===== config.mk =====
export PLATFORM = sky130hd
export DESIGN_NAME = gregorian_date_arithmetic_core
export DESIGN_NICKNAME = d
export VERILOG_FILES = /design/src/hw/rtl/gda_pkg.sv /design/src/hw/rtl/gregorian_date_arithmetic_core.sv /design/src/hw/rtl/gda_datapath.sv /design/src/hw/rtl/gda_ctrl.sv
export SDC_FILE = /design/constraint.sdc
export NUM_CORES = 1
export LEC_CHECK = 0
export BUFFER_PORTS_ARGS = -buffer_cell sky130_fd_sc_hd__buf_2
export CORE_UTILIZATION = 40
export CTS_BUF_LIST = sky130_fd_sc_hd__clkbuf_8 sky130_fd_sc_hd__clkbuf_16
export DETAILED_ROUTE_END_ITERATION = 6
export GPL_ROUTABILITY_DRIVEN = 0
export PLACE_DENSITY = 0.62
export SLEW_MARGIN = 20
export SYNTH_ARGS = -nofsm -noshare
export SYNTH_HDL_FRONTEND = slang
export SYNTH_SLANG_ARGS = --single-unit

===== constraint.sdc =====
create_clock -name i_clk -period 7 [get_ports i_clk]
set_clock_uncertainty 0.05 [all_clocks]
set_input_delay 1.4 -clock i_clk [delete_from_list [all_inputs] [get_ports i_clk]]
set_output_delay 1.4 -clock i_clk [all_outputs]
set_load 0.05 [all_outputs]

===== src/hw/rtl/gda_pkg.sv =====
// Shared types, constants and calendar functions for the date arithmetic core.
`default_nettype none
package gda_pkg;

    // Only the low COUNT_WIDTH bits of the day count take part in add and subtract
    localparam int COUNT_WIDTH = 16;

    localparam int YEAR_W = 14;
    localparam int ORD_W  = 22;
    localparam int SUM_W  = ORD_W + 3;
    localparam int DIFF_W = 23;

    localparam logic [YEAR_W-1:0] YEAR_MAX = 14'd9999;
    localparam logic [ORD_W-1:0]  ORD_MAX  = 22'd3652059;

    // Days in 400, 100, 4 and 1 years
    localparam logic [ORD_W-1:0] DAYS_400 = 22'd146097;
    localparam logic [ORD_W-1:0] DAYS_100 = 22'd36524;
    localparam logic [ORD_W-1:0] DAYS_4   = 22'd1461;
    localparam logic [ORD_W-1:0] DAYS_1   = 22'd365;

    // floor(x/100) = (x * 5243) >> 19 for x below 16384
    localparam logic [12:0] RECIP_100   = 13'd5243;
    localparam int          RECIP_SHIFT = 19;

    // Operation kinds
    localparam logic [1:0] KIND_ADD  = 2'd0;
    localparam logic [1:0] KIND_SUB  = 2'd1;
    localparam logic [1:0] KIND_DIFF = 2'd2;

    // Datapath operations
    typedef enum logic [3:0] {
        OP_NONE,
        OP_LOAD,
        OP_SAT,
        OP_MUL,
        OP_BASE,
        OP_ORD,
        OP_OFFS,
        OP_D400,
        OP_D100,
        OP_D4,
        OP_D1,
        OP_MON,
        OP_FIN
    } t_op;

    typedef struct packed {
        t_op  op;
        logic sel_b;    // work on the second date
    } t_cmd;

    typedef struct packed {
        logic [1:0] kind;
        logic       ge400;
        logic       ge100;
        logic       ge4;
        logic       ge1;
        logic       gemon;
    } t_status;

    // Length of month m (1..12)
    function automatic logic [4:0] month_len(input logic [3:0] m, input logic leap);
        logic [4:0] len;
        len = 5'd31;
        if (m == 4'd4 || m == 4'd6 || m == 4'd9 || m == 4'd11) begin
            len = 5'd30;
        end else if (m == 4'd2) begin
            len = leap ? 5'd29 : 5'd28;
        end
        return len;
    endfunction

    // Days in the year before the first of month m
    function automatic logic [8:0] cum_days(input logic [3:0] m, input logic leap);
        logic [8:0] c;
        unique case (m)
            4'd1:    c = 9'd0;
            4'd2:    c = 9'd31;
            4'd3:    c = 9'd59;
            4'd4:    c = 9'd90;
            4'd5:    c = 9'd120;
            4'd6:    c = 9'd151;
            4'd7:    c = 9'd181;
            4'd8:    c = 9'd212;
            4'd9:    c = 9'd243;
            4'd10:   c = 9'd273;
            4'd11:   c = 9'd304;
            4'd12:   c = 9'd334;
            default: c = 9'd0;
        endcase
        if (leap && m > 4'd2) begin
            c = c + 9'd1;
        end
        return c;
    endfunction

endpackage
`default_nettype wire


===== src/hw/rtl/gregorian_date_arithmetic_core.sv =====
// Top level of the proleptic Gregorian date arithmetic core.
//
// Usage: drive an item on the i_* ports and raise start. The item is taken
// at a rising edge where start is high and busy is low; busy then stays high
// until the result is written. The result appears on the o_* ports with
// o_valid high for exactly one cycle; there is no back pressure, so the
// receiver must take it in that cycle. Result ports hold their last value
// between strobes.
// Steps, from the accepting edge to the result:
//   kind 2 (difference): two date-to-ordinal passes, then the difference.
//   kind 0/1 (add/sub): one date-to-ordinal pass, the offset, then the
//     400-, 100-, 4- and 1-year stages and the month stage, each repeating
//     while its subtract applies, then the date is written.
//   kind 3: one date-to-ordinal pass, then all fields zero.
// One item is in flight at a time; a new item may be started in the cycle
// the strobe is shown. The repeated decomposition steps set the rate of add
// and subtract items. Synchronous reset returns the controller to idle and
// drops the strobe; result registers are not cleared.
`default_nettype none
module gregorian_date_arithmetic_core import gda_pkg::*; (
    input  wire logic                i_clk,
    input  wire logic                i_rst_n,
    input  wire logic                start,
    output logic                     busy,
    input  wire logic [1:0]          i_kind,
    input  wire logic [4:0]          i_day,
    input  wire logic [3:0]          i_month,
    input  wire logic [YEAR_W-1:0]   i_year,
    input  wire logic [15:0]         i_day_count,
    input  wire logic [4:0]          i_other_day,
    input  wire logic [3:0]          i_other_month,
    input  wire logic [YEAR_W-1:0]   i_other_year,
    output logic                     o_valid,
    output logic [4:0]               o_result_day,
    output logic [3:0]               o_result_month,
    output logic [YEAR_W-1:0]        o_result_year,
    output logic signed [DIFF_W-1:0] o_day_difference,
    output logic                     o_out_of_range
);

    t_cmd    w_cmd;
    t_status w_status;

    gda_ctrl u_ctrl (
        .i_clk    (i_clk),
        .i_rst_n  (i_rst_n),
        .i_start  (start),
        .i_status (w_status),
        .o_cmd    (w_cmd),
        .o_busy   (busy),
        .o_valid  (o_valid)
    );

    gda_datapath u_dp (
        .i_clk            (i_clk),
        .i_cmd            (w_cmd),
        .i_kind           (i_kind),
        .i_day            (i_day),
        .i_month          (i_month),
        .i_year           (i_year),
        .i_day_count      (i_day_count),
        .i_other_day      (i_other_day),
        .i_other_month    (i_other_month),
        .i_other_year     (i_other_year),
        .o_status         (w_status),
        .o_result_day     (o_result_day),
        .o_result_month   (o_result_month),
        .o_result_year    (o_result_year),
        .o_day_difference (o_day_difference),
        .o_out_of_range   (o_out_of_range)
    );

endmodule
`default_nettype wire


===== src/hw/rtl/gda_datapath.sv =====
// Datapath: date to ordinal conversion, offset, ordinal to date decomposition.
`default_nettype none
module gda_datapath import gda_pkg::*; (
    input  wire logic                i_clk,
    input  wire t_cmd                i_cmd,
    input  wire logic [1:0]          i_kind,
    input  wire logic [4:0]          i_day,
    input  wire logic [3:0]          i_month,
    input  wire logic [YEAR_W-1:0]   i_year,
    input  wire logic [15:0]         i_day_count,
    input  wire logic [4:0]          i_other_day,
    input  wire logic [3:0]          i_other_month,
    input  wire logic [YEAR_W-1:0]   i_other_year,
    output t_status                  o_status,
    output logic [4:0]               o_result_day,
    output logic [3:0]               o_result_month,
    output logic [YEAR_W-1:0]        o_result_year,
    output logic signed [DIFF_W-1:0] o_day_difference,
    output logic                     o_out_of_range
);

    // Captured item
    logic [1:0]             r_kind;
    logic [4:0]             r_d0, r_d1;
    logic [3:0]             r_m0, r_m1;
    logic [YEAR_W-1:0]      r_y0, r_y1;
    logic [COUNT_WIDTH-1:0] r_cnt;

    // Ordinal computation
    logic [YEAR_W-1:0] r_yy;
    logic [3:0]        r_mm;
    logic [4:0]        r_dd;
    logic [6:0]        r_q100y, r_q100p;
    logic [ORD_W-1:0]  r_p365, r_ybase;
    logic              r_leap;
    logic [ORD_W-1:0]  r_ord_a, r_ord_b;

    // Decomposition
    logic [ORD_W-1:0]  r_n;
    logic [YEAR_W-1:0] r_yacc;
    logic [1:0]        r_c100, r_c1;
    logic [4:0]        r_c4;
    logic [3:0]        r_mon;
    logic              r_oor;

    // Result
    logic [4:0]        r_res_day;
    logic [3:0]        r_res_month;
    logic [YEAR_W-1:0] r_res_year;
    logic [DIFF_W-1:0] r_res_diff;
    logic              r_res_oor;

    logic [4:0]        w_dsel;
    logic [3:0]        w_msel, w_msat;
    logic [YEAR_W-1:0] w_ysel, w_ysat, w_p, w_h100;
    logic [26:0]       w_prod_y, w_prod_p;
    logic [ORD_W-1:0]  w_p365, w_ybase, w_ord;
    logic              w_leap, w_rleap;
    logic [4:0]        w_ml, w_dclamp, w_mlr;
    logic [SUM_W-1:0]  w_sum_m1, w_dif_m1;
    logic              w_over, w_under;

    // Select the date being converted and saturate its year and month
    always_comb begin
        w_dsel = i_cmd.sel_b ? r_d1 : r_d0;
        w_msel = i_cmd.sel_b ? r_m1 : r_m0;
        w_ysel = i_cmd.sel_b ? r_y1 : r_y0;
        if (w_ysel == '0) begin
            w_ysat = 14'd1;
        end else if (w_ysel > YEAR_MAX) begin
            w_ysat = YEAR_MAX;
        end else begin
            w_ysat = w_ysel;
        end
        if (w_msel == 4'd0) begin
            w_msat = 4'd1;
        end else if (w_msel > 4'd12) begin
            w_msat = 4'd12;
        end else begin
            w_msat = w_msel;
        end
    end

    // Year terms: products by reciprocal and by 365
    always_comb begin
        w_p      = r_yy - 14'd1;
        w_prod_y = 27'(r_yy) * 27'(RECIP_100);
        w_prod_p = 27'(w_p) * 27'(RECIP_100);
        w_p365   = 22'(w_p) * 22'd365;
    end

    // Leap year and day count before the year
    always_comb begin
        w_h100  = 14'(r_q100y) * 14'd100;
        w_leap  = (r_yy[1:0] == 2'd0) && ((w_h100 != r_yy) || (r_q100y[1:0] == 2'd0));
        w_ybase = r_p365 + 22'(w_p[YEAR_W-1:2]) - 22'(r_q100p) + 22'(r_q100p[6:2]);
    end

    // Full ordinal with clamped day
    always_comb begin
        w_ml = month_len(r_mm, r_leap);
        if (r_dd == 5'd0) begin
            w_dclamp = 5'd1;
        end else if (r_dd > w_ml) begin
            w_dclamp = w_ml;
        end else begin
            w_dclamp = r_dd;
        end
        w_ord = r_ybase + 22'(cum_days(r_mm, r_leap)) + 22'(w_dclamp);
    end

    // Offset by the count, zero based, with range check
    always_comb begin
        w_sum_m1 = SUM_W'(r_ord_a) + SUM_W'(r_cnt) - SUM_W'(1);
        w_dif_m1 = SUM_W'(r_ord_a) - SUM_W'(r_cnt) - SUM_W'(1);
        w_over   = w_sum_m1 >= SUM_W'(ORD_MAX);
        w_under  = SUM_W'(r_ord_a) <= SUM_W'(r_cnt);
    end

    // Leap year of the decomposed year follows from the cycle counters
    always_comb begin
        w_rleap = (r_c1 == 2'd3) && ((r_c4 != 5'd24) || (r_c100 == 2'd3));
        w_mlr   = month_len(r_mon, w_rleap);
    end

    // Status flags for the controller
    always_comb begin
        o_status.kind  = r_kind;
        o_status.ge400 = r_n >= DAYS_400;
        o_status.ge100 = (r_n >= DAYS_100) && (r_c100 != 2'd3);
        o_status.ge4   = r_n >= DAYS_4;
        o_status.ge1   = (r_n >= DAYS_1) && (r_c1 != 2'd3);
        o_status.gemon = (r_mon != 4'd12) && (r_n >= 22'(w_mlr));
    end

    always_ff @(posedge i_clk) begin
        unique case (i_cmd.op)
            OP_LOAD: begin
                r_kind <= i_kind;
                r_d0   <= i_day;
                r_m0   <= i_month;
                r_y0   <= i_year;
                r_cnt  <= i_day_count[COUNT_WIDTH-1:0];
                r_d1   <= i_other_day;
                r_m1   <= i_other_month;
                r_y1   <= i_other_year;
            end
            OP_SAT: begin
                r_yy <= w_ysat;
                r_mm <= w_msat;
                r_dd <= w_dsel;
            end
            OP_MUL: begin
                r_q100y <= w_prod_y[RECIP_SHIFT+6:RECIP_SHIFT];
                r_q100p <= w_prod_p[RECIP_SHIFT+6:RECIP_SHIFT];
                r_p365  <= w_p365;
            end
            OP_BASE: begin
                r_leap  <= w_leap;
                r_ybase <= w_ybase;
            end
            OP_ORD: begin
                if (i_cmd.sel_b) begin
                    r_ord_b <= w_ord;
                end else begin
                    r_ord_a <= w_ord;
                end
            end
            OP_OFFS: begin
                r_yacc <= 14'd1;
                r_c100 <= 2'd0;
                r_c4   <= 5'd0;
                r_c1   <= 2'd0;
                r_mon  <= 4'd1;
                if (r_kind == KIND_ADD) begin
                    r_oor <= w_over;
                    r_n   <= w_over ? (ORD_MAX - 22'd1) : w_sum_m1[ORD_W-1:0];
                end else begin
                    r_oor <= w_under;
                    r_n   <= w_under ? '0 : w_dif_m1[ORD_W-1:0];
                end
            end
            OP_D400: begin
                if (o_status.ge400) begin
                    r_n    <= r_n - DAYS_400;
                    r_yacc <= r_yacc + 14'd400;
                end
            end
            OP_D100: begin
                if (o_status.ge100) begin
                    r_n    <= r_n - DAYS_100;
                    r_yacc <= r_yacc + 14'd100;
                    r_c100 <= r_c100 + 2'd1;
                end
            end
            OP_D4: begin
                if (o_status.ge4) begin
                    r_n    <= r_n - DAYS_4;
                    r_yacc <= r_yacc + 14'd4;
                    r_c4   <= r_c4 + 5'd1;
                end
            end
            OP_D1: begin
                if (o_status.ge1) begin
                    r_n    <= r_n - DAYS_1;
                    r_yacc <= r_yacc + 14'd1;
                    r_c1   <= r_c1 + 2'd1;
                end
            end
            OP_MON: begin
                if (o_status.gemon) begin
                    r_n   <= r_n - 22'(w_mlr);
                    r_mon <= r_mon + 4'd1;
                end
            end
            OP_FIN: begin
                if (r_kind == KIND_ADD || r_kind == KIND_SUB) begin
                    r_res_day   <= r_n[4:0] + 5'd1;
                    r_res_month <= r_mon;
                    r_res_year  <= r_yacc;
                    r_res_diff  <= '0;
                    r_res_oor   <= r_oor;
                end else if (r_kind == KIND_DIFF) begin
                    r_res_day   <= '0;
                    r_res_month <= '0;
                    r_res_year  <= '0;
                    r_res_diff  <= DIFF_W'(r_ord_a) - DIFF_W'(r_ord_b);
                    r_res_oor   <= 1'b0;
                end else begin
                    // unused kind: all fields zero
                    r_res_day   <= '0;
                    r_res_month <= '0;
                    r_res_year  <= '0;
                    r_res_diff  <= '0;
                    r_res_oor   <= 1'b0;
                end
            end
            default: begin
            end
        endcase
    end

    assign o_result_day     = r_res_day;
    assign o_result_month   = r_res_month;
    assign o_result_year    = r_res_year;
    assign o_day_difference = $signed(r_res_diff);
    assign o_out_of_range   = r_res_oor;

endmodule
`default_nettype wire


===== src/hw/rtl/gda_ctrl.sv =====
// Controller state machine sequencing the date arithmetic datapath.
`default_nettype none
module gda_ctrl import gda_pkg::*; (
    input  wire logic    i_clk,
    input  wire logic    i_rst_n,
    input  wire logic    i_start,
    input  wire t_status i_status,
    output t_cmd         o_cmd,
    output logic         o_busy,
    output logic         o_valid
);

    typedef enum logic [11:0] {
        ST_IDLE = 12'b0000_0000_0001,
        ST_SAT  = 12'b0000_0000_0010,
        ST_MUL  = 12'b0000_0000_0100,
        ST_BASE = 12'b0000_0000_1000,
        ST_ORD  = 12'b0000_0001_0000,
        ST_OFFS = 12'b0000_0010_0000,
        ST_D400 = 12'b0000_0100_0000,
        ST_D100 = 12'b0000_1000_0000,
        ST_D4   = 12'b0001_0000_0000,
        ST_D1   = 12'b0010_0000_0000,
        ST_MON  = 12'b0100_0000_0000,
        ST_FIN  = 12'b1000_0000_0000
    } t_state;

    t_state r_state, n_state;
    logic   r_second, n_second;
    logic   r_valid;

    // Next state and datapath command
    always_comb begin
        n_state     = r_state;
        n_second    = r_second;
        o_cmd.op    = OP_NONE;
        o_cmd.sel_b = r_second;
        unique case (r_state)
            ST_IDLE: begin
                if (i_start) begin
                    o_cmd.op = OP_LOAD;
                    n_second = 1'b0;
                    n_state  = ST_SAT;
                end
            end
            ST_SAT: begin
                o_cmd.op = OP_SAT;
                n_state  = ST_MUL;
            end
            ST_MUL: begin
                o_cmd.op = OP_MUL;
                n_state  = ST_BASE;
            end
            ST_BASE: begin
                o_cmd.op = OP_BASE;
                n_state  = ST_ORD;
            end
            ST_ORD: begin
                o_cmd.op = OP_ORD;
                if (i_status.kind == KIND_DIFF && !r_second) begin
                    n_second = 1'b1;
                    n_state  = ST_SAT;
                end else if (i_status.kind == KIND_ADD || i_status.kind == KIND_SUB) begin
                    n_state = ST_OFFS;
                end else begin
                    n_state = ST_FIN;
                end
            end
            ST_OFFS: begin
                o_cmd.op = OP_OFFS;
                n_state  = ST_D400;
            end
            // Each step stage repeats while its subtract applies
            ST_D400: begin
                o_cmd.op = OP_D400;
                if (!i_status.ge400) begin
                    n_state = ST_D100;
                end
            end
            ST_D100: begin
                o_cmd.op = OP_D100;
                if (!i_status.ge100) begin
                    n_state = ST_D4;
                end
            end
            ST_D4: begin
                o_cmd.op = OP_D4;
                if (!i_status.ge4) begin
                    n_state = ST_D1;
                end
            end
            ST_D1: begin
                o_cmd.op = OP_D1;
                if (!i_status.ge1) begin
                    n_state = ST_MON;
                end
            end
            ST_MON: begin
                o_cmd.op = OP_MON;
                if (!i_status.gemon) begin
                    n_state = ST_FIN;
                end
            end
            ST_FIN: begin
                o_cmd.op = OP_FIN;
                n_state  = ST_IDLE;
            end
            default: begin
                n_state = ST_IDLE;
            end
        endcase
    end

    always_ff @(posedge i_clk) begin
        if (!i_rst_n) begin
            r_state  <= ST_IDLE;
            r_second <= 1'b0;
            r_valid  <= 1'b0;
        end else begin
            r_state  <= n_state;
            r_second <= n_second;
            r_valid  <= (r_state == ST_FIN);
        end
    end

    assign o_busy  = (r_state != ST_IDLE);
    assign o_valid = r_valid;

endmodule
`default_nettype wire


==> impl_metrics.prom, run 1 <==
# TYPE chip_impl_metric gauge
chip_impl_info{name="path_class",value="reg2reg"} 1
chip_impl_info{name="crit_start",value="u_dp.r_yy[1]"} 1
chip_impl_metric{name="antenna_cells",unit=""} 0
chip_impl_metric{name="antenna_found_initial",unit=""} 1
chip_impl_metric{name="netlist_area",unit="um^2"} 29800
chip_impl_info{name="yosys.area.top_type",value="sky130_fd_sc_hd__edfxtp_1"} 1
chip_impl_metric{name="via_count_of_the_first_global_routing_pass",unit=""} 21745
chip_impl_metric{name="finalCriticalPeriod",unit="ns"} 6.55
chip_impl_info{name="timing.critical_path.to_type",value="register"} 1
chip_impl_metric{name="routed_wire_length_per_instance",unit="um"} 17.5
chip_impl_metric{name="dpl_worst_slack",unit="ns"} 0.0244
chip_impl_metric{name="synth_enable_flop_cells",unit=""} 287
chip_impl_metric{name="htree_num_levels",unit=""} 2
chip_impl_metric{name="clkSlewWorstSetupHoldPaths",unit="ns"} 0.06
chip_impl_metric{name="syn-instance-count",unit=""} 3052
chip_impl_metric{name="floorplan.initialDensity",unit=""} 0.406
chip_impl_metric{name="grt_first_pass_wirelength",unit="mm"} 117
chip_impl_info{name="dominantRegCellSynth",value="sky130_fd_sc_hd__edfxtp_1"} 1
chip_impl_metric{name="number_of_synthesized_register_bits",unit=""} 301
chip_impl_info{name="clock_tree_from_tritoncts",value="yes"} 1
chip_impl_metric{name="post_synth_num_cell_types",unit=""} 90
chip_impl_metric{name="synth_area_per_cell",unit="um^2"} 9.75
chip_impl_metric{name="switchingPower",unit="mW"} 4.56
chip_impl_metric{name="timing_hold_violations_final",unit=""} 0
chip_impl_metric{name="synth_largest_type_area_fraction",unit=""} 0.290
chip_impl_metric{name="postLayoutSetupSlackWorst",unit="ns"} 0.452
chip_impl_metric{name="comb_power_share",unit=""} 0.587
chip_impl_metric{name="min_delay_path_depth",unit=""} 2
chip_impl_metric{name="setup_viol",unit=""} 0
chip_impl_metric{name="numClockSinks",unit=""} 301
chip_impl_info{name="crit_slowest_cell",value="sky130_fd_sc_hd__fa_1"} 1
chip_impl_info{name="launch_point_of_the_worst_reg_to_reg_path",value="u_dp.r_yy[1]"} 1
chip_impl_metric{name="cp_data_required_time",unit="ns"} 7.25
chip_impl_metric{name="synthToLayoutAreaGrowth",unit="%"} 11.2
chip_impl_metric{name="cts_hold_buf",unit=""} 0
chip_impl_metric{name="part_of_the_yosys_area_used_for_sequential_elements",unit=""} 0.299
chip_impl_metric{name="number_of_synthesis_warnings",unit=""} 0
chip_impl_metric{name="finalNetCount",unit=""} 3844
chip_impl_metric{name="rows",unit=""} 99
chip_impl_metric{name="final_util",unit=""} 0.451
chip_impl_metric{name="leakage",unit="nW"} 14.7
chip_impl_metric{name="num_io_pins",unit=""} 116
chip_impl_metric{name="initialDrtViolationCount",unit=""} 1594
chip_impl_metric{name="timing_worst_slew_pin_value",unit="ns"} 1.01
chip_impl_metric{name="timing.reg2reg.worst_path_depth",unit=""} 30
chip_impl_metric{name="numCtsBuffers",unit=""} 39
chip_impl_info{name="violations",value="DRC"} 1
chip_impl_info{name="mostFrequentLayoutCells",value="475 x sky130_fd_sc_hd__inv_1, 412 x sky130_fd_sc_hd__ha_1, 287 x sky130_fd_sc_hd__edfxtp_1"} 1
chip_impl_metric{name="max_cap_violations",unit=""} 0
chip_impl_metric{name="clock_tree.buffer_depth",unit=""} 3
chip_impl_metric{name="p_per_area",unit="nW/um^2"} 333
chip_impl_info{name="clk_root_buffer_cell",value="sky130_fd_sc_hd__clkbuf_16"} 1
chip_impl_metric{name="detail_route.wirelength",unit="mm"} 73.1
chip_impl_metric{name="place_area",unit="um^2"} 31700
chip_impl_metric{name="buffer_ports.inserted",unit=""} 115
chip_impl_metric{name="placeable_area",unit="um^2"} 73300
chip_impl_metric{name="place_hpwl",unit="mm"} 57.5
chip_impl_metric{name="grt_start_max_net_pins",unit=""} 49
chip_impl_info{name="crit_path_frequent_cell",value="sky130_fd_sc_hd__inv_1"} 1
chip_impl_metric{name="timing.critical_path.arrival",unit="ns"} 6.80
chip_impl_info{name="layout_commonest_cell",value="sky130_fd_sc_hd__inv_1"} 1
chip_impl_metric{name="p_int",unit="mW"} 6.46
chip_impl_metric{name="layout-drive-gt1-share",unit=""} 0.0932
chip_impl_metric{name="die-area",unit="um^2"} 75500
chip_impl_info{name="synth.top_cells.by_area",value="sky130_fd_sc_hd__edfxtp_1 29%, sky130_fd_sc_hd__ha_1 17%, sky130_fd_sc_hd__fa_1 13%"} 1
chip_impl_info{name="hold_start",value="u_ctrl.r_state[3]"} 1
chip_impl_metric{name="num_vias",unit=""} 21962
chip_impl_metric{name="design_area",unit="um^2"} 33100
chip_impl_metric{name="sw_frac_of_total",unit=""} 0.414
chip_impl_metric{name="path_max_fanout",unit=""} 6
chip_impl_metric{name="synth_nets",unit=""} 3717
chip_impl_info{name="setup.worst_path.start_class",value="register"} 1
chip_impl_metric{name="timing.final.max_slew_violations",unit=""} 0
chip_impl_metric{name="viasPerCell",unit=""} 5.27
chip_impl_metric{name="share_of_flip_flops_with_an_asynchronous_set_or_reset",unit=""} 0
chip_impl_metric{name="final_min_period_over_clock_period",unit=""} 0.935
chip_impl_metric{name="floorplan.die.width",unit="um"} 275
chip_impl_metric{name="grt_overflow_total",unit=""} 0
chip_impl_metric{name="critPathMaxStageDelay",unit="ns"} 0.54
chip_impl_metric{name="timing.fmax",unit="MHz"} 153
chip_impl_metric{name="grt_usage",unit=""} 0.196
chip_impl_info{name="run_status",value="finished with violations"} 1
chip_impl_metric{name="p_seq_frac",unit=""} 0.220
chip_impl_metric{name="fin_hold_ws",unit="ns"} 0.482
chip_impl_metric{name="timing.slew.headroom",unit=""} 0.316
chip_impl_metric{name="first_pass_iters",unit=""} 7
chip_impl_metric{name="drt.antenna.violating_nets",unit=""} 0
chip_impl_metric{name="die-height",unit="um"} 275
chip_impl_metric{name="vdd.ir_drop.worst",unit="mV"} 0.198
chip_impl_metric{name="clkLatencyLatePin",unit="ns"} 0.60
chip_impl_metric{name="pwr-share-clk",unit=""} 0.192
chip_impl_metric{name="drc_errors",unit=""} 5
chip_impl_info{name="worst_min_delay_path_class",value="reg2reg"} 1
[critical path: cells and delay by family, from the launching register on]
family | cells | cell delay, ns
adder cells (fa/ha/maj) | 7 | 2.76
AND/OR/NAND/NOR | 6 | 0.85
flip-flops | 1 | 0.39
XOR/XNOR | 2 | 0.26
buffers and inverters | 7 | 0.57
AO/OA/AOI/OAI | 8 | 1.38
[path summary, 6_finish.rpt]
kind / slack (ns) / end
max reg2reg: 0.45 / u_dp.r_q100p[6]
min reg2reg: 0.48 / u_ctrl.r_state[4]
min: 0.48 / u_ctrl.r_state[4]
max: 0.45 / u_dp.r_q100p[6]
[metrics by stage]
| stage | power [mW] | setup TNS (ns) | instances |
|---|---|---|---|
| CTS | 11.1 | 0 | 4166 |
| global route | 12.3 | -0.0178 | 4168 |
| detailed placement | 8.86 | 0 | 4095 |
| finish | 11.0 | 0 | 4168 |
| floorplan | 7.38 | 0 | 3052 |
| global placement | 8.78 | 0 | 4095 |
[synth_stat cells (46+ instances only)]
cell type,n
sky130_fd_sc_hd__inv_1,473
sky130_fd_sc_hd__ha_1,412
sky130_fd_sc_hd__nand3_1,55
sky130_fd_sc_hd__xor2_1,62
sky130_fd_sc_hd__fa_1,186
sky130_fd_sc_hd__nor2_1,211
sky130_fd_sc_hd__xnor2_1,158
sky130_fd_sc_hd__nand2_1,176
sky130_fd_sc_hd__nor3_1,62
sky130_fd_sc_hd__o21ai_0,125
sky130_fd_sc_hd__nor2b_1,46
sky130_fd_sc_hd__edfxtp_1,287
sky130_fd_sc_hd__clkbuf_1,75
sky130_fd_sc_hd__a21oi_1,142
[kinds of logic (layout without fill, tap and decap cells)]
kind of cell             Yosys count  in the layout  synth area share
multiplexers                      39             39            0.0139
flip-flops                       301            301             0.299
XOR/XNOR                         221            221            0.0653
buffers and inverters            569            726            0.0725
adder cells (fa/ha/maj)          599            599             0.299
AO/OA/AOI/OAI                    569            569             0.125
AND/OR/NAND/NOR                  754            754             0.125
[power by group through the flow]
stage	clock (mW)	combinational [mW]	sequential, mW
after global routing	2.24	7.59	2.44
after global placement	0	6.31	2.47
after floorplan	0	4.93	2.45
after CTS	2.18	6.47	2.43
final	2.12	6.47	2.43
after detailed placement	0	6.39	2.47
[metal layers]
metal,track usage,vias up,part of all wire
li1,-,10840,-
met1,0.260,10442,0.45
met2,0.333,556,0.48
met3,0.0237,124,0.047
met4,0.0570,0,0.025
met5,0,-,0
[sequential cells by signal, summed over array words and instances (netlist names), 5 cells and up]
signal	cells
u_dp.o_day_difference	23
u_dp.r_n	22
u_dp.r_ord_a	22
u_dp.r_ord_b	22
u_dp.r_p365	22
u_dp.r_ybase	22
u_dp.r_cnt	16
u_dp.o_result_year	14
u_dp.r_y0	14
u_dp.r_y1	14
u_dp.r_yacc	14
u_dp.r_yy	14
u_ctrl.r_state	12
u_dp.r_q100p	7
u_dp.r_q100y	7
u_dp.o_result_day	5
u_dp.r_c4	5
u_dp.r_d0	5
u_dp.r_d1	5
u_dp.r_dd	5
[area by class of cell]
cell class	count	area (um^2)
clock buffer	41	1000
inverter	473	1780
timing repair buffer	182	1090
sequential	301	8900
tap	959	1200
fill	6964	40200
clock inverter	30	343
multi-input combinational	2182	18800
[repair_timing]
item / CTS / global route
buffers inserted: 0 / 1
resized for setup: 1 / 18
setup endpoints to repair: 1 / 6
endpoints found under the hold margin: 0 / 0
pin swaps: 0 / 1
Note: power is estimated with default switching activity, not from simulation.
==> run 2, diff against run 1 <==
- CELL_PAD_IN_SITES_DETAIL_PLACEMENT: default -> 0
- CELL_PAD_IN_SITES_GLOBAL_PLACEMENT: default -> 1
- PLACE_DENSITY: 0.62 -> 0.74
==> run 2 against run 1 <==
Against the previous run: the flow still finishes with violations (DRC); flip-flop and latch count did not move; sequential power barely moved; final cell count did not move; worst setup slack improved by 0.075 ns; die area did not move; hold slack improved by 0.024 ns; critical path depth fell by 3; cell area fell by 0.28%; clock power fell by 4%; fmax rose by 1.2%; non-clock buffer count rose by 1; total power fell by 1.1%.
==> impl_metrics.prom, run 2 (synthesized netlist as in run 1, its figures left out) <==
# TYPE chip_impl_metric gauge
chip_impl_info{name="run_status",value="finished with violations"} 1
chip_impl_info{name="violations",value="DRC"} 1
chip_impl_metric{name="finalCriticalPeriod",unit="ns"} 6.47
chip_impl_metric{name="timing.fmax",unit="MHz"} 154
chip_impl_metric{name="cts_hold_buf",unit=""} 0
chip_impl_info{name="worstHoldEndpoint",value="u_ctrl.r_state[4]"} 1
chip_impl_metric{name="num_vias",unit=""} 21778
chip_impl_info{name="crit_family",value="adder cells"} 1
chip_impl_info{name="timing.critical_path.to_type",value="register"} 1
chip_impl_metric{name="setup_viol",unit=""} 0
chip_impl_metric{name="totalPowerFinal",unit="mW"} 10.9
chip_impl_metric{name="buffer_ports.inserted",unit=""} 115
chip_impl_info{name="unrepaired_setup_endpoints_after_global_routing",value="false"} 1
chip_impl_metric{name="timing.final.max_slew_violations",unit=""} 0
chip_impl_metric{name="largest_reg_flops",unit=""} 23
chip_impl_info{name="clk_root_buffer_cell",value="sky130_fd_sc_hd__clkbuf_16"} 1
chip_impl_metric{name="cp_data_required_time",unit="ns"} 7.26
chip_impl_info{name="setup.worst_path.start_class",value="register"} 1
chip_impl_metric{name="die-height",unit="um"} 275
chip_impl_metric{name="viasPerCell",unit=""} 5.23
chip_impl_metric{name="timing_hold_violations_final",unit=""} 0
chip_impl_metric{name="via_count_of_the_first_global_routing_pass",unit=""} 21381
chip_impl_metric{name="rows",unit=""} 99
chip_impl_info{name="hold_start",value="u_ctrl.r_state[3]"} 1
chip_impl_metric{name="timing.critical_path.buf_inv",unit=""} 4
chip_impl_info{name="worst_min_delay_path_class",value="reg2reg"} 1
chip_impl_metric{name="timing_worst_slew_pin_value",unit="ns"} 1.07
chip_impl_metric{name="num_io_pins",unit=""} 116
chip_impl_info{name="launch_point_of_the_worst_reg_to_reg_path",value="u_dp.r_yy[1]"} 1
chip_impl_metric{name="final_util",unit=""} 0.450
chip_impl_metric{name="p_per_area",unit="nW/um^2"} 330
chip_impl_metric{name="finalNetCount",unit=""} 3843
chip_impl_metric{name="tns",unit="ns"} 0
chip_impl_metric{name="timing.reg2reg.worst_path_depth",unit=""} 27
chip_impl_metric{name="drc_errors",unit=""} 10
chip_impl_metric{name="first_pass_iters",unit=""} 7
chip_impl_metric{name="grt_overflow_total",unit=""} 0
chip_impl_metric{name="timing.slew.headroom",unit=""} 0.289
chip_impl_info{name="path_class",value="reg2reg"} 1
chip_impl_metric{name="die-area",unit="um^2"} 75500
chip_impl_metric{name="max_cap_violations",unit=""} 0
chip_impl_info{name="clock_tree_from_tritoncts",value="yes"} 1
chip_impl_info{name="layout_commonest_cell",value="sky130_fd_sc_hd__inv_1"} 1
chip_impl_metric{name="numClockSinks",unit=""} 301
chip_impl_metric{name="place_hpwl",unit="mm"} 58.8
chip_impl_metric{name="grt_start_max_net_pins",unit=""} 49
chip_impl_metric{name="reg2reg_slack",unit="ns"} 0.53
chip_impl_metric{name="clkSlewWorstSetupHoldPaths",unit="ns"} 0.06
chip_impl_metric{name="antenna_found_initial",unit=""} 3
chip_impl_metric{name="leakage",unit="nW"} 14.7
chip_impl_metric{name="critPathMaxStageDelay",unit="ns"} 0.54
chip_impl_metric{name="floorplan.die.width",unit="um"} 275
chip_impl_metric{name="vdd.ir_drop.worst",unit="mV"} 0.234
chip_impl_metric{name="placeable_area",unit="um^2"} 73300
chip_impl_metric{name="numCtsBuffers",unit=""} 37
chip_impl_metric{name="grt_usage",unit=""} 0.198
chip_impl_metric{name="path_max_fanout",unit=""} 4
chip_impl_metric{name="final_min_period_over_clock_period",unit=""} 0.925
chip_impl_info{name="worstReg2RegEnd",value="u_dp.r_q100p[6]"} 1
chip_impl_metric{name="detail_route.wirelength",unit="mm"} 74.2
chip_impl_metric{name="htree_num_levels",unit=""} 2
chip_impl_metric{name="floorplan.initialDensity",unit=""} 0.406
chip_impl_metric{name="clkLatencyLatePin",unit="ns"} 0.58
chip_impl_metric{name="synthToLayoutAreaGrowth",unit="%"} 10.9
chip_impl_info{name="crit_slowest_cell",value="sky130_fd_sc_hd__fa_1"} 1
chip_impl_metric{name="drt.antenna.violating_nets",unit=""} 0
chip_impl_metric{name="routed_wire_length_per_instance",unit="um"} 17.8
chip_impl_info{name="mostFrequentLayoutCells",value="474 x sky130_fd_sc_hd__inv_1, 412 x sky130_fd_sc_hd__ha_1, 287 x sky130_fd_sc_hd__edfxtp_1"} 1
chip_impl_metric{name="initialDrtViolationCount",unit=""} 1326
chip_impl_metric{name="min_delay_path_depth",unit=""} 2
chip_impl_metric{name="layout-drive-gt1-share",unit=""} 0.0911
chip_impl_metric{name="clock_tree.buffer_depth",unit=""} 3
chip_impl_metric{name="grt_first_pass_wirelength",unit="mm"} 117
chip_impl_metric{name="timing.critical_path.arrival",unit="ns"} 6.74
## run 2: per-layer routing
layer,vias up,wire [um],global-route usage,share of wire
li1,10848,-,-,-
met5,-,0,0,0
met1,10459,33400,0.263,0.45
met4,0,1690,0.0532,0.023
met2,378,36100,0.338,0.49
met3,93,3080,0.0271,0.041
## run 2: cell type report
type	instances	area, um^2
Inverter	473	1780
Sequential cell	301	8900
Timing Repair Buffer	183	1090
Clock buffer	40	978
Multi-Input combinational cell	2182	18700
Clock inverter	28	299
Antenna cell	2	5.00
Tap cell	959	1200
Fill cell	7082	40300
## run 2: timing repair
| item | CTS | global route |
|---|---|---|
| setup buffers | 0 | 5 |
| setup endpoints to repair | 1 | 5 |
| resized for setup | 1 | 9 |
| pin swaps | 0 | 2 |
## run 2: how the worst max path moves through the flow
stage,start,end,slack (ns),cells after the start
CTS,u_dp.r_yy[2],u_dp.r_q100p[6],0.03,26
finish,u_dp.r_yy[1],u_dp.r_q100p[6],0.53,27
floorplan,u_dp.r_yy[2],u_dp.r_q100p[6],0.009,27
detailed placement,u_dp.r_yy[2],u_dp.r_q100p[6],-0.05,26
global placement,u_dp.r_yy[2],u_dp.r_q100p[6],0.004,26
global route,u_dp.r_yy[3],u_dp.r_q100p[6],0.01,33
## run 2: tightest hold or removal path, delay by kind of cell, from the launching register on
kind	cells	cell delay, ns
DFF	1	0.33
and+or+nand+nor	2	0.19
## run 2: where the power goes
group | total (mW) | switching [mW] | internal, mW
combinational | 6.43 | 3.63 | 2.79
clock | 2.04 | 0.837 | 1.20
sequential | 2.43 | 0.0690 | 2.36
## run 2: stage by stage
| step | cell area (um^2) | std cells | hold WS, ns | worst slack [ns] |
|---|---|---|---|---|
| 2_1_floorplan | 29800 | 3052 | 0.436 | 0.00918 |
| 4_1_cts | 32900 | 4161 | 0.504 | 0.0295 |
| 5_1_grt | 33000 | 4166 | 0.541 | 0.0128 |
| 3_5_place_dp | 31600 | 4093 | 0.496 | -0.0508 |
| 3_3_place_gp | 31600 | 4093 | 0.488 | 0.00401 |
| 6_report | 33000 | 4168 | 0.506 | 0.527 |
